File: src/rtl/lpg_pkg.sv
package lpg_pkg;

  localparam int COORD_W     = 5;
  localparam int ERR_W       = COORD_W + 3;
  localparam int CANVAS_DEF  = 32;
  localparam int QUEUE_DEPTH = 2;
  localparam int IN_TDATA_W  = 24;
  localparam int OUT_TDATA_W = 16;

  typedef logic [COORD_W-1:0] coord_t;

  // one line as seen by the stepper
  typedef struct packed {
    coord_t x;     // first x (vertical: the fixed x)
    coord_t y;     // first y (vertical: lower y)
    coord_t lim;   // x end (vertical: upper y, excluded)
    coord_t dx;
    coord_t ady;
    logic   neg;   // y steps downward
    logic   vert;
  } line_cmd_t;

  function automatic coord_t clamp_coord(input coord_t v, input coord_t vmax);
    clamp_coord = (v > vmax) ? vmax : v;
  endfunction

endpackage

File: src/rtl/lpg_front.sv
module lpg_front #(
  parameter int CANVAS_SIZE = lpg_pkg::CANVAS_DEF
) (
  input  logic                     in_tvalid,
  output logic                     in_tready,
  input  logic [lpg_pkg::IN_TDATA_W-1:0] in_tdata,
  input  logic                     q_full,
  output logic                     q_push,
  output lpg_pkg::line_cmd_t       q_cmd
);

  localparam lpg_pkg::coord_t CMAX = lpg_pkg::COORD_W'(CANVAS_SIZE - 1);

  lpg_pkg::coord_t x0, y0, x1, y1;
  lpg_pkg::coord_t ax, ay, bx, by;
  logic            swap, vert, empty;

  always_comb begin
    x0 = lpg_pkg::clamp_coord(in_tdata[4:0], CMAX);
    y0 = lpg_pkg::clamp_coord(in_tdata[9:5], CMAX);
    x1 = lpg_pkg::clamp_coord(in_tdata[14:10], CMAX);
    y1 = lpg_pkg::clamp_coord(in_tdata[19:15], CMAX);
    swap = x0 > x1;
    ax = swap ? x1 : x0;
    ay = swap ? y1 : y0;
    bx = swap ? x0 : x1;
    by = swap ? y0 : y1;
    vert  = (ax == bx);
    empty = vert && (ay == by);

    q_cmd.x    = ax;
    q_cmd.dx   = bx - ax;
    q_cmd.neg  = by < ay;
    q_cmd.ady  = (by < ay) ? (ay - by) : (by - ay);
    q_cmd.vert = vert;
    if (vert) begin
      q_cmd.y   = (ay < by) ? ay : by;
      q_cmd.lim = (ay < by) ? by : ay;
    end else begin
      q_cmd.y   = ay;
      q_cmd.lim = bx;
    end
  end

  // lines with equal endpoints are taken and dropped here
  assign in_tready = !q_full;
  assign q_push    = in_tvalid && !q_full && !empty;

endmodule

File: src/rtl/lpg_queue.sv
module lpg_queue #(
  parameter int DEPTH = lpg_pkg::QUEUE_DEPTH
) (
  input  logic               clk,
  input  logic               rst_n,
  input  logic               push,
  input  lpg_pkg::line_cmd_t push_cmd,
  output logic               full,
  input  logic               pop,
  output logic               valid,
  output lpg_pkg::line_cmd_t pop_cmd
);

  localparam int PW = (DEPTH > 1) ? $clog2(DEPTH) : 1;
  localparam int CW = $clog2(DEPTH + 1);

  lpg_pkg::line_cmd_t mem_r [DEPTH];
  logic [PW-1:0] wptr_r, wptr_nxt, rptr_r, rptr_nxt;
  logic [CW-1:0] cnt_r, cnt_nxt;

  assign full    = (cnt_r == CW'(DEPTH));
  assign valid   = (cnt_r != '0);
  assign pop_cmd = mem_r[rptr_r];

  function automatic logic [PW-1:0] ptr_inc(input logic [PW-1:0] p);
    ptr_inc = (p == PW'(DEPTH - 1)) ? '0 : p + 1'b1;
  endfunction

  always_comb begin
    wptr_nxt = push ? ptr_inc(wptr_r) : wptr_r;
    rptr_nxt = pop ? ptr_inc(rptr_r) : rptr_r;
    cnt_nxt  = cnt_r + CW'(push) - CW'(pop);
  end

  always_ff @(posedge clk) begin
    if (!rst_n) begin
      wptr_r <= '0;
      rptr_r <= '0;
      cnt_r  <= '0;
    end else begin
      wptr_r <= wptr_nxt;
      rptr_r <= rptr_nxt;
      cnt_r  <= cnt_nxt;
    end
  end

  always_ff @(posedge clk) begin
    if (push) begin
      mem_r[wptr_r] <= push_cmd;
    end
  end

endmodule

File: src/rtl/lpg_back.sv
module lpg_back (
  input  logic               clk,
  input  logic               rst_n,
  input  logic               q_valid,
  input  lpg_pkg::line_cmd_t q_cmd,
  output logic               q_pop,
  output logic               busy,
  output logic               out_tvalid,
  input  logic               out_tready,
  output lpg_pkg::coord_t    pixel_x,
  output lpg_pkg::coord_t    pixel_y,
  output logic               last_pixel
);

  localparam int CW = lpg_pkg::COORD_W;
  localparam int EW = lpg_pkg::ERR_W;

  logic busy_r, busy_nxt, ovalid_r, ovalid_nxt, phb_r, phb_nxt;
  lpg_pkg::coord_t x_r, x_nxt, y_r, y_nxt, lim_r, lim_nxt, dx_r, dx_nxt, ady_r, ady_nxt;
  lpg_pkg::coord_t px_r, px_nxt, py_r, py_nxt;
  logic neg_r, neg_nxt, vert_r, vert_nxt, last_r, last_nxt;
  logic signed [EW-1:0] err_r, err_nxt, sum, dx_s, two_ady, two_dx;
  lpg_pkg::coord_t x_inc, y_inc, y_step;
  logic load, emit, more, done;

  always_comb begin
    load    = !busy_r && q_valid;
    emit    = busy_r && (!ovalid_r || out_tready);
    dx_s    = $signed({{(EW-CW){1'b0}}, dx_r});
    two_dx  = $signed({{(EW-CW-1){1'b0}}, dx_r, 1'b0});
    two_ady = $signed({{(EW-CW-1){1'b0}}, ady_r, 1'b0});
    // phase a adds the slope term, phase b steps y and pays it back
    sum     = phb_r ? (err_r - two_dx) : (err_r + two_ady);
    more    = (sum >= dx_s);
    x_inc   = x_r + 1'b1;
    y_inc   = y_r + 1'b1;
    y_step  = neg_r ? (y_r - 1'b1) : y_inc;
    done    = vert_r ? (y_inc == lim_r) : (!more && (x_inc == lim_r));

    busy_nxt   = busy_r;
    ovalid_nxt = ovalid_r && !out_tready;
    phb_nxt    = phb_r;
    x_nxt = x_r;  y_nxt = y_r;  lim_nxt = lim_r;  dx_nxt = dx_r;  ady_nxt = ady_r;
    neg_nxt = neg_r;  vert_nxt = vert_r;  err_nxt = err_r;
    px_nxt = px_r;  py_nxt = py_r;  last_nxt = last_r;

    if (load) begin
      busy_nxt = 1'b1;
      phb_nxt  = 1'b0;
      x_nxt    = q_cmd.x;
      y_nxt    = q_cmd.y;
      lim_nxt  = q_cmd.lim;
      dx_nxt   = q_cmd.dx;
      ady_nxt  = q_cmd.ady;
      neg_nxt  = q_cmd.neg;
      vert_nxt = q_cmd.vert;
      err_nxt  = '0;
    end

    if (emit) begin
      ovalid_nxt = 1'b1;
      px_nxt     = x_r;
      py_nxt     = y_r;
      last_nxt   = done;
      if (done) begin
        busy_nxt = 1'b0;
      end
      if (vert_r) begin
        y_nxt = y_inc;
      end else begin
        err_nxt = sum;
        if (phb_r) begin
          y_nxt = y_step;
        end
        phb_nxt = more;
        if (!more) begin
          x_nxt = x_inc;
        end
      end
    end
  end

  always_ff @(posedge clk) begin
    if (!rst_n) begin
      busy_r   <= 1'b0;
      ovalid_r <= 1'b0;
      phb_r    <= 1'b0;
    end else begin
      busy_r   <= busy_nxt;
      ovalid_r <= ovalid_nxt;
      phb_r    <= phb_nxt;
    end
  end

  always_ff @(posedge clk) begin
    x_r    <= x_nxt;
    y_r    <= y_nxt;
    lim_r  <= lim_nxt;
    dx_r   <= dx_nxt;
    ady_r  <= ady_nxt;
    neg_r  <= neg_nxt;
    vert_r <= vert_nxt;
    err_r  <= err_nxt;
    px_r   <= px_nxt;
    py_r   <= py_nxt;
    last_r <= last_nxt;
  end

  assign q_pop      = load;
  assign busy       = busy_r;
  assign out_tvalid = ovalid_r;
  assign pixel_x    = px_r;
  assign pixel_y    = py_r;
  assign last_pixel = last_r;

endmodule

File: src/rtl/line_pixel_generator_top.sv
// out_tvalid for the first pixel of a line rises once its beat has been written into the line queue,
// loaded into the stepper and first emitted
// the stepper emits one pixel per cycle while out_tready allows it, once the line is loaded
// into the stepper; the two-entry line queue lets the next lines be accepted meanwhile
// lines with equal endpoints are accepted and produce no beat
// reset (rst_n low, synchronous) empties the queue and the stepper and drops out_tvalid
module line_pixel_generator_top #(
  parameter int CANVAS_SIZE = lpg_pkg::CANVAS_DEF
) (
  input  logic                          clk,
  input  logic                          rst_n,
  input  logic                          in_tvalid,
  output logic                          in_tready,
  input  logic [lpg_pkg::IN_TDATA_W-1:0]  in_tdata,  // start_x, start_y, end_x, end_y, pad
  output logic                          out_tvalid,
  input  logic                          out_tready,
  output logic [lpg_pkg::OUT_TDATA_W-1:0] out_tdata, // pixel_x, pixel_y, pad
  output logic                          out_tlast
);

  lpg_pkg::line_cmd_t push_cmd, pop_cmd;
  lpg_pkg::coord_t    px, py;
  logic q_push, q_full, q_pop, q_valid, busy;

  lpg_front #(.CANVAS_SIZE(CANVAS_SIZE)) u_front (
    .in_tvalid (in_tvalid),
    .in_tready (in_tready),
    .in_tdata  (in_tdata),
    .q_full    (q_full),
    .q_push    (q_push),
    .q_cmd     (push_cmd)
  );

  lpg_queue #(.DEPTH(lpg_pkg::QUEUE_DEPTH)) u_queue (
    .clk      (clk),
    .rst_n    (rst_n),
    .push     (q_push),
    .push_cmd (push_cmd),
    .full     (q_full),
    .pop      (q_pop),
    .valid    (q_valid),
    .pop_cmd  (pop_cmd)
  );

  lpg_back u_back (
    .clk        (clk),
    .rst_n      (rst_n),
    .q_valid    (q_valid),
    .q_cmd      (pop_cmd),
    .q_pop      (q_pop),
    .busy       (busy),
    .out_tvalid (out_tvalid),
    .out_tready (out_tready),
    .pixel_x    (px),
    .pixel_y    (py),
    .last_pixel (out_tlast)
  );

  assign out_tdata = {{(lpg_pkg::OUT_TDATA_W - 2*lpg_pkg::COORD_W){1'b0}}, py, px};

  a_no_overflow: assert property (@(posedge clk) disable iff (!rst_n)
    q_push |-> !q_full) else $error("line queue overflow");

  a_pop_when_idle: assert property (@(posedge clk) disable iff (!rst_n)
    q_pop |-> (!busy && q_valid)) else $error("line loaded while stepper busy");

  a_on_canvas: assert property (@(posedge clk) disable iff (!rst_n)
    out_tvalid |-> (px <= lpg_pkg::COORD_W'(CANVAS_SIZE - 1))
                && (py <= lpg_pkg::COORD_W'(CANVAS_SIZE - 1)))
    else $error("pixel off canvas");

  a_load_follows: assert property (@(posedge clk) disable iff (!rst_n)
    q_pop |=> busy) else $error("stepper did not start");

endmodule
File: config.mk
export PLATFORM = sky130hd
export DESIGN_NAME = line_pixel_generator_top
export DESIGN_NICKNAME = d
export VERILOG_FILES = /design/src/rtl/lpg_pkg.sv /design/src/rtl/lpg_front.sv /design/src/rtl/lpg_queue.sv /design/src/rtl/lpg_back.sv /design/src/rtl/line_pixel_generator_top.sv
export SDC_FILE = /design/constraint.sdc
export NUM_CORES = 1
export LEC_CHECK = 0
export BUFFER_PORTS_ARGS = -buffer_cell sky130_fd_sc_hd__buf_2
export CAP_MARGIN = 20
export CORE_MARGIN = 5
export CORE_UTILIZATION = 35
export DETAILED_ROUTE_END_ITERATION = 7
export SKIP_CTS_REPAIR_TIMING = 1
export SYNTH_ARGS = -nofsm -noshare
export SYNTH_HDL_FRONTEND = slang
export SYNTH_SLANG_ARGS = --single-unit
File: constraint.sdc
create_clock -name clk -period 5.15 [get_ports clk]
set_input_delay 0.7725 -clock clk [delete_from_list [all_inputs] [get_ports clk]]
set_output_delay 0.7725 -clock clk [all_outputs]
set_load 0.02 [all_outputs]
==> results_dict.tcl, run 1 <==
set metrics [dict create \
    maxCapViolCount 0 \
    fin_setup_tns_ns 0 \
    placementRows 48 \
    syn-mean-instance-area_um2 11.2 \
    drv_slew 0 \
    synth_edf_count 83 \
    insertion_delay_ns 0.34 \
    yosysWarnings 0 \
    drt_iter0_markers 222 \
    grt_pass1_vias 4132 \
    yosys.area.top_type "sky130_fd_sc_hd__edfxtp_1" \
    rsz_0062_raised_after_global_routing "no" \
    cts_root_buffer "sky130_fd_sc_hd__clkbuf_16" \
    status "finished, final reports clean" \
    hpwl_um 9110 \
    path_class "primary input to flip-flop" \
    maxClockFrequency_ghz 0.245 \
    peakVddDrop_uv 206 \
    synthToLayoutAreaGrowth_pct 10.7 \
    areal_power_density_over_the_cells_mw_per_mm2 576 \
    die-width_um 143 \
    largest_net_degree_at_the_start_of_global_routing 31 \
    grt_first_pass_wirelength_um 20400 \
    start_kind "primary input" \
    min_period_over_period_pct 79.2 \
    worst-endpoint-required_ns 5.23 \
    postSynthRegisterBits 108 \
    critPathArrivalTime_ns 4.15 \
    ys_top_cells_by_area "sky130_fd_sc_hd__edfxtp_1 40%, sky130_fd_sc_hd__dfxtp_1 8.1%, sky130_fd_sc_hd__ha_1 5.7%" \
    place.port_buffers 36 \
    gp_congestion 0.840 \
    die_height_um 143 \
    post-route-drc-count 0 \
    async_flop_share_pct 0 \
    floorplan.die_area_mm2 0.0204 \
    antenna_left 0 \
    crit_path_cell_trace "buf_2, inv_1, ha_1, a31oi_1, o31ai_4, nand2_4, mux2i_1, inv_1, ha_1, o21bai_1, a21oi_1, o31ai_2, mux2_2, nor2_1, a31oi_1" \
    routed_wirelength_um 12200 \
    tightestPinTransition_ns 1.03 \
    dominantRegCellSynth "sky130_fd_sc_hd__edfxtp_1" \
    synth_top_cells_by_count "83 x sky130_fd_sc_hd__edfxtp_1, 45 x sky130_fd_sc_hd__inv_1, 31 x sky130_fd_sc_hd__nand2_1, 31 x sky130_fd_sc_hd__nor2_1, 28 x sky130_fd_sc_hd__ha_1" \
    final_layout_size_suffix_gt1_share_pct 17.6 \
    post_synth_instance_area_mm2 0.00617 \
    cp-end-kind "flip-flop" \
    final_hold_violation_count 0 \
    report.final.setup_viol 0 \
    fp.coreArea_mm2 0.0173 \
    worst_path_largest_cell_delay_ns 0.39 \
    timing.final.crit_period_ns 4.08 \
    synth.distinct_cells 73 \
    avgRoutedWirePerCell_um 15.0 \
    synth_top_cell_area_share_pct 40.4 \
    cp_max_fo 19 \
    antenna_found_initial 0 \
    post_synthesis_sequential_area_ratio_pct 48.5 \
    numClockSinks 108 \
    globalRoute.totalOverflow 0 \
    cts.clk_slew.worst_paths_ns 0.07 \
    tritoncts.num_buffers 9 \
    leakage_nw 2.67 \
    post_synth_inst_count 552 \
    antennaDiodeCount 0 \
    tritoncts "yes" \
    finish.utilization_pct 39.5 \
    nNetsFinal 638 \
    max_slew_margin_pct 31.4 \
    viasPerCell 4.98 \
    synth.most_common_cell "sky130_fd_sc_hd__edfxtp_1" \
    finalPower_mw 3.94 \
    io_pins 47 \
    worst_hold_path_type "flip-flop to flip-flop" \
    cts.htree.levels 3 \
    initial_core_util_pct 35.7 \
    clock-skew-final_ns 0.00732 \
    track_usage_pct 12.5 \
    via_count 4039 \
    worst_path_max_delay_cell "sky130_fd_sc_hd__ha_1" \
    ctsLongestPathBuffers 2 \
    drt_pre_antenna_iters 4 \
]
## cell families (layout without fill, tap and decap cells)
logic type / count (synthesis) / after routing / synth area share [%]
muxes: 53 / 53 / 9.12
and+or+nand+nor: 121 / 121 / 9.97
AOI/OAI and AO/OA: 124 / 124 / 14.7
buffers and inverters: 76 / 105 / 5.53
DFF: 108 / 108 / 48.5
other: 1 / 6 / 0.0608
xor gates and xnor gates: 37 / 37 / 5.68
adders and majority gates: 32 / 32 / 6.49
## cells in the final DEF, fill, tap and decap left out, types with 4 or more instances in the layout
cell type,netlist,routed
sky130_fd_sc_hd__a211o_1,4,4
sky130_fd_sc_hd__a21o_1,6,6
sky130_fd_sc_hd__a21oi_1,26,26
sky130_fd_sc_hd__a31oi_1,7,7
sky130_fd_sc_hd__and2_1,6,6
sky130_fd_sc_hd__buf_2,3,36
sky130_fd_sc_hd__buf_4,6,6
sky130_fd_sc_hd__clkbuf_16,0,9
sky130_fd_sc_hd__conb_1,1,6
sky130_fd_sc_hd__dfxtp_1,25,25
sky130_fd_sc_hd__edfxtp_1,83,83
sky130_fd_sc_hd__ha_1,28,28
sky130_fd_sc_hd__inv_1,45,45
sky130_fd_sc_hd__mux2_2,25,25
sky130_fd_sc_hd__mux2i_1,27,27
sky130_fd_sc_hd__nand2_1,31,31
sky130_fd_sc_hd__nand2b_1,8,8
sky130_fd_sc_hd__nand3_1,13,13
sky130_fd_sc_hd__nand4_1,5,5
sky130_fd_sc_hd__nor2_1,31,31
sky130_fd_sc_hd__nor2b_1,10,9
sky130_fd_sc_hd__nor3_1,4,4
sky130_fd_sc_hd__o211ai_1,6,6
sky130_fd_sc_hd__o21ai_0,24,24
sky130_fd_sc_hd__o21ai_1,4,4
sky130_fd_sc_hd__o22ai_1,5,5
sky130_fd_sc_hd__xnor2_1,18,18
sky130_fd_sc_hd__xor2_1,17,17
## metal layers
layer	track usage (%)	wire (um)	vias up
met4	5.25	172	0
li1	-	-	2060
met3	1.71	465	12
met5	0	0	-
met2	19.9	5630	81
met1	17.2	5890	1886
## power by group
| part | switching, mW | internal (mW) |
|---|---|---|
| registers | 0.192 | 1.26 |
| clock network | 0.299 | 0.379 |
| logic | 1.02 | 0.783 |
## flip-flops by register name, indices dropped and copies added, names as in the netlist, 2 cells and up, named ones only
| name | flops |
|---|---|
| u_back.ady_r | 5 |
| u_back.y_r | 5 |
| u_queue.mem_r | 54 |
| u_back.pixel_y | 5 |
| u_back.dx_r | 5 |
| u_queue.cnt_r | 2 |
| u_back.err_r | 8 |
| u_back.x_r | 5 |
| u_back.pixel_x | 5 |
| u_back.lim_r | 5 |
## through the flow
stage	setup slack (ns)	hold slack, ns	instance area [um2]	std cells
after global routing	0.699	0.506	6830	811
after CTS	1.07	0.481	6830	811
final	1.07	0.478	6830	811
after detailed placement	0.702	0.464	6540	795
after floorplan	0.403	0.406	6190	557
after global placement	0.794	0.459	6540	795
## path summary, 6_finish.rpt
check | from | to | slack (ns) | cells past startpoint
setup reg to reg | u_back.ady_r[0]$_DFFE_PP_ | u_back.x_r[1]$_DFF_P_ | 1.62 | 13
hold reg to reg | u_back.err_r[1]$_DFF_P_ | u_back.err_r[1]$_DFF_P_ | 0.48 | 2
hold / removal | u_back.err_r[1]$_DFF_P_ | u_back.err_r[1]$_DFF_P_ | 0.48 | 2
setup / recovery | in_tdata[14] | u_queue.mem_r[1][13]$_DFFE_PP_ | 1.07 | 15
## critical path: cells and delay by family
| kind | cells | cell delay, ns |
|---|---|---|
| AOI/OAI and AO/OA | 6 | 1.40 |
| adders and majority gates | 2 | 0.62 |
| buffers and inverters | 3 | 0.22 |
| muxes | 2 | 0.76 |
| and+or+nand+nor | 2 | 0.38 |
## layout make-up
cell class | count | area [um2]
Fill cell | 1672 | 10500
Sequential cell | 108 | 2990
Multi-Input combinational cell | 373 | 2860
Tap cell | 225 | 282
Clock buffer | 9 | 225
Timing Repair Buffer | 42 | 225
Inverter | 47 | 176
Clock inverter | 7 | 73.8
(Power assumes the default switching activity.)
==> run 2, diff against run 1 <==
- ABC_AREA: unset -> 1
- clock period: 5.15 -> 3.58 ns (I/O delays scaled with it)
==> results_dict.tcl, run 2 <==
set metrics [dict create \
    status "finished, final reports clean" \
    cp-end-kind "flip-flop" \
    synth_top_cells_by_count "115 x sky130_fd_sc_hd__nand2_1, 85 x sky130_fd_sc_hd__inv_1, 83 x sky130_fd_sc_hd__edfxtp_1, 41 x sky130_fd_sc_hd__o21ai_0, 39 x sky130_fd_sc_hd__nand3_1" \
    path_class "primary input to flip-flop" \
    hpwl_um 9030 \
    peakVddDrop_uv 283 \
    post-place-ws_ns -0.124 \
    tritoncts.num_buffers 9 \
    cts.htree.levels 3 \
    min_period_over_period_pct 91.6 \
    timing.final.crit_period_ns 3.28 \
    initial_core_util_pct 35.7 \
    critPathArrivalTime_ns 3.26 \
    drv_slew 0 \
    final_hold_violation_count 0 \
    cp_max_fo 28 \
    routed_wirelength_um 11700 \
    worstHoldPathCells 1 \
    nNetsFinal 739 \
    final_layout_size_suffix_gt1_share_pct 22.0 \
    grt_first_pass_wirelength_um 19600 \
    hold-path-endpoint "u_queue.rptr_r$_SDFFE_PN0P_" \
    power.switching_mw 2.09 \
    worstHoldStart "u_queue.rptr_r$_SDFFE_PN0P_" \
    synth.distinct_cells 42 \
    io_pins 47 \
    post-route-drc-count 0 \
    n_fill_cell 1607 \
    ff2ff_path_depth 16 \
    avgRoutedWirePerCell_um 12.9 \
    antenna_found_initial 0 \
    final.hold.worst_slack_ns 0.455 \
    layout.cells.most_common_list "115 x sky130_fd_sc_hd__nand2_1, 85 x sky130_fd_sc_hd__inv_1, 83 x sky130_fd_sc_hd__edfxtp_1, 41 x sky130_fd_sc_hd__o21ai_0, 39 x sky130_fd_sc_hd__nand3_1" \
    maxClockFrequency_ghz 0.305 \
    leakage_nw 2.95 \
    yosysWarnings 0 \
    worst_hold_path_type "flip-flop to flip-flop" \
    postSynthRegisterBits 108 \
    max_slew_margin_pct 29.8 \
    post_synth_instance_area_mm2 0.00594 \
    drt_pre_antenna_iters 5 \
    cts_root_buffer "sky130_fd_sc_hd__clkbuf_16" \
    dominantRegCellSynth "sky130_fd_sc_hd__edfxtp_1" \
    largest_net_degree_at_the_start_of_global_routing 31 \
    tightestPinTransition_ns 1.05 \
    floorplan.die_area_mm2 0.0197 \
    areal_power_density_over_the_cells_mw_per_mm2 776 \
    finalPower_mw 5.31 \
    fp.coreArea_mm2 0.0166 \
    antenna_left 0 \
    worst-endpoint-required_ns 3.56 \
    top_register_by_number_of_flip_flops "u_queue.mem_r" \
    track_usage_pct 12.2 \
    post_synth_inst_count 620 \
    power.share.clock_pct 17.5 \
    start_kind "primary input" \
    syn-mean-instance-area_um2 9.59 \
    die-width_um 140 \
    p_int_mw 3.22 \
    dp_cells 891 \
    insertion_delay_ns 0.35 \
    via_count 4229 \
    grt_pass1_vias 4159 \
    yosys.area.top_type "sky130_fd_sc_hd__edfxtp_1" \
    largest_register_ff_count 54 \
    globalRoute.totalOverflow 0 \
    async_flop_share_pct 0 \
    cts.clk_slew.worst_paths_ns 0.07 \
    viasPerCell 4.66 \
    synth_top_cell_area_share_pct 41.9 \
    report.final.setup_viol 0 \
    finish.utilization_pct 41.1 \
    gp_congestion 0.900 \
    post-route-cell-area_mm2 0.00684 \
    maxCapViolCount 0 \
    rsz_0062_raised_after_global_routing "no" \
    synth.most_common_cell "sky130_fd_sc_hd__nand2_1" \
    setup_ws_ns 0.300 \
    ys_top_cells_by_area "sky130_fd_sc_hd__edfxtp_1 42%, sky130_fd_sc_hd__dfxtp_1 8.4%, sky130_fd_sc_hd__nand2_1 7.3%" \
    post_layout_nonfiller_instances 907 \
    ctsLongestPathBuffers 2 \
    largestRegisters "u_queue.mem_r (54), u_back.err_r (8)" \
    r2r-end "u_back.x_r[2]$_DFF_P_" \
    placementRows 47 \
    antennaDiodeCount 0 \
    p_comb_share_pct 43.2 \
    tritoncts "yes" \
    numClockSinks 108 \
    drt_iter0_markers 284 \
    setup.reg_to_reg.worst_slack_ns 0.46 \
    placed_cell_area_mm2 0.00656 \
    crit-reg2reg-launch "u_back.ady_r[0]$_DFFE_PP_" \
    place.port_buffers 36 \
    fin_setup_tns_ns 0 \
    seq_power_share_pct 39.4 \
    layout.cells.most_common "sky130_fd_sc_hd__nand2_1" \
    p_sw_share_pct 39.3 \
    post_synthesis_sequential_area_ratio_pct 50.4 \
    synth_edf_count 83 \
    synthToLayoutAreaGrowth_pct 15.1 \
    die_height_um 140 \
    clock-skew-final_ns 0.00847 \
]
run 2: cell types whose count changed in the layout (fill, tap and decap cells not counted), moves of 17 or more:
cell | before | now
sky130_fd_sc_hd__buf_4 | 6 | 27
sky130_fd_sc_hd__inv_1 | 45 | 85
sky130_fd_sc_hd__nand3_1 | 13 | 39
sky130_fd_sc_hd__mux2i_1 | 27 | 0
sky130_fd_sc_hd__o21ai_0 | 24 | 41
sky130_fd_sc_hd__nand2_1 | 31 | 115
run 2: critical path, stage by stage:
cell                       delay (ns)
sky130_fd_sc_hd__buf_2           0.11
sky130_fd_sc_hd__inv_1           0.08
sky130_fd_sc_hd__ha_4            0.21
sky130_fd_sc_hd__inv_1           0.09
sky130_fd_sc_hd__o21bai_1        0.08
sky130_fd_sc_hd__nor2_1          0.13
sky130_fd_sc_hd__nand2_2         0.09
sky130_fd_sc_hd__nand2_4         0.08
sky130_fd_sc_hd__inv_2           0.06
sky130_fd_sc_hd__or2_2           0.29
sky130_fd_sc_hd__o21ai_2         0.08
sky130_fd_sc_hd__inv_1           0.06
sky130_fd_sc_hd__ha_1            0.29
sky130_fd_sc_hd__nand2_1         0.07
sky130_fd_sc_hd__nor3_1          0.06
sky130_fd_sc_hd__a31oi_1         0.18
sky130_fd_sc_hd__inv_1           0.13
sky130_fd_sc_hd__nor2_4          0.62
run 2: per-layer routing:
| metal | vias up | GRT usage [%] | share of wire (%) |
|---|---|---|---|
| li1 | 2200 | - | - |
| met1 | 1946 | 16.1 | 48 |
| met2 | 72 | 20.1 | 47 |
| met3 | 11 | 1.91 | 3.0 |
| met4 | 0 | 4.59 | 1.7 |
| met5 | - | 0 | 0 |
run 2: cell type report:
class / count / area, um2 / share of cell area (%)
sequential: 108 / 2990 / 43.8
multi-input combinational: 404 / 2550 / 37.3
timing repair buffer: 63 / 383 / 5.60
inverter: 96 / 360 / 5.27
tap: 220 / 275 / 4.02
clock buffer: 10 / 229 / 3.35
clock inverter: 6 / 50.0 / 0.732
run 2: worst max-delay path by stage:
stage                       startpoint                             end  slack, ns
after floorplan            in_tdata[4]   u_queue.mem_r[1][0]$_DFFE_PP_       0.07
after global placement    in_tdata[14]   u_queue.mem_r[1][5]$_DFFE_PP_      -0.04
after detailed placement  in_tdata[14]   u_queue.mem_r[1][3]$_DFFE_PP_      -0.12
after CTS                 in_tdata[14]  u_queue.mem_r[1][17]$_DFFE_PP_       0.24
after global routing      in_tdata[14]  u_queue.mem_r[1][17]$_DFFE_PP_       0.02
final                     in_tdata[14]  u_queue.mem_r[1][20]$_DFFE_PP_       0.30
run 2: power groups by stage:
| stage | clock network [mW] | logic (mW) | registers [mW] |
|---|---|---|---|
| 5_1_grt | 1.00 | 2.61 | 2.14 |
| 3_5_place_dp | 0 | 2.29 | 2.12 |
| 2_1_floorplan | 0 | 1.70 | 2.07 |
| 4_1_cts | 0.951 | 2.32 | 2.09 |
| 3_3_place_gp | 0 | 2.24 | 2.11 |
| 6_report | 0.927 | 2.29 | 2.09 |
run 2: cell families (layout without fill, tap and decap cells):
| group | Yosys count | after routing | share of synthesized area [%] |
|---|---|---|---|
| DFF | 108 | 108 | 50.4 |
| xor gates and xnor gates | 31 | 31 | 4.57 |
| buffers and inverters | 113 | 175 | 7.71 |
| adders and majority gates | 29 | 29 | 6.23 |
| muxes | 18 | 18 | 3.41 |
| and+or+nand+nor | 218 | 218 | 17.2 |
| AOI/OAI and AO/OA | 102 | 102 | 10.5 |
| other | 1 | 6 | 0.0631 |
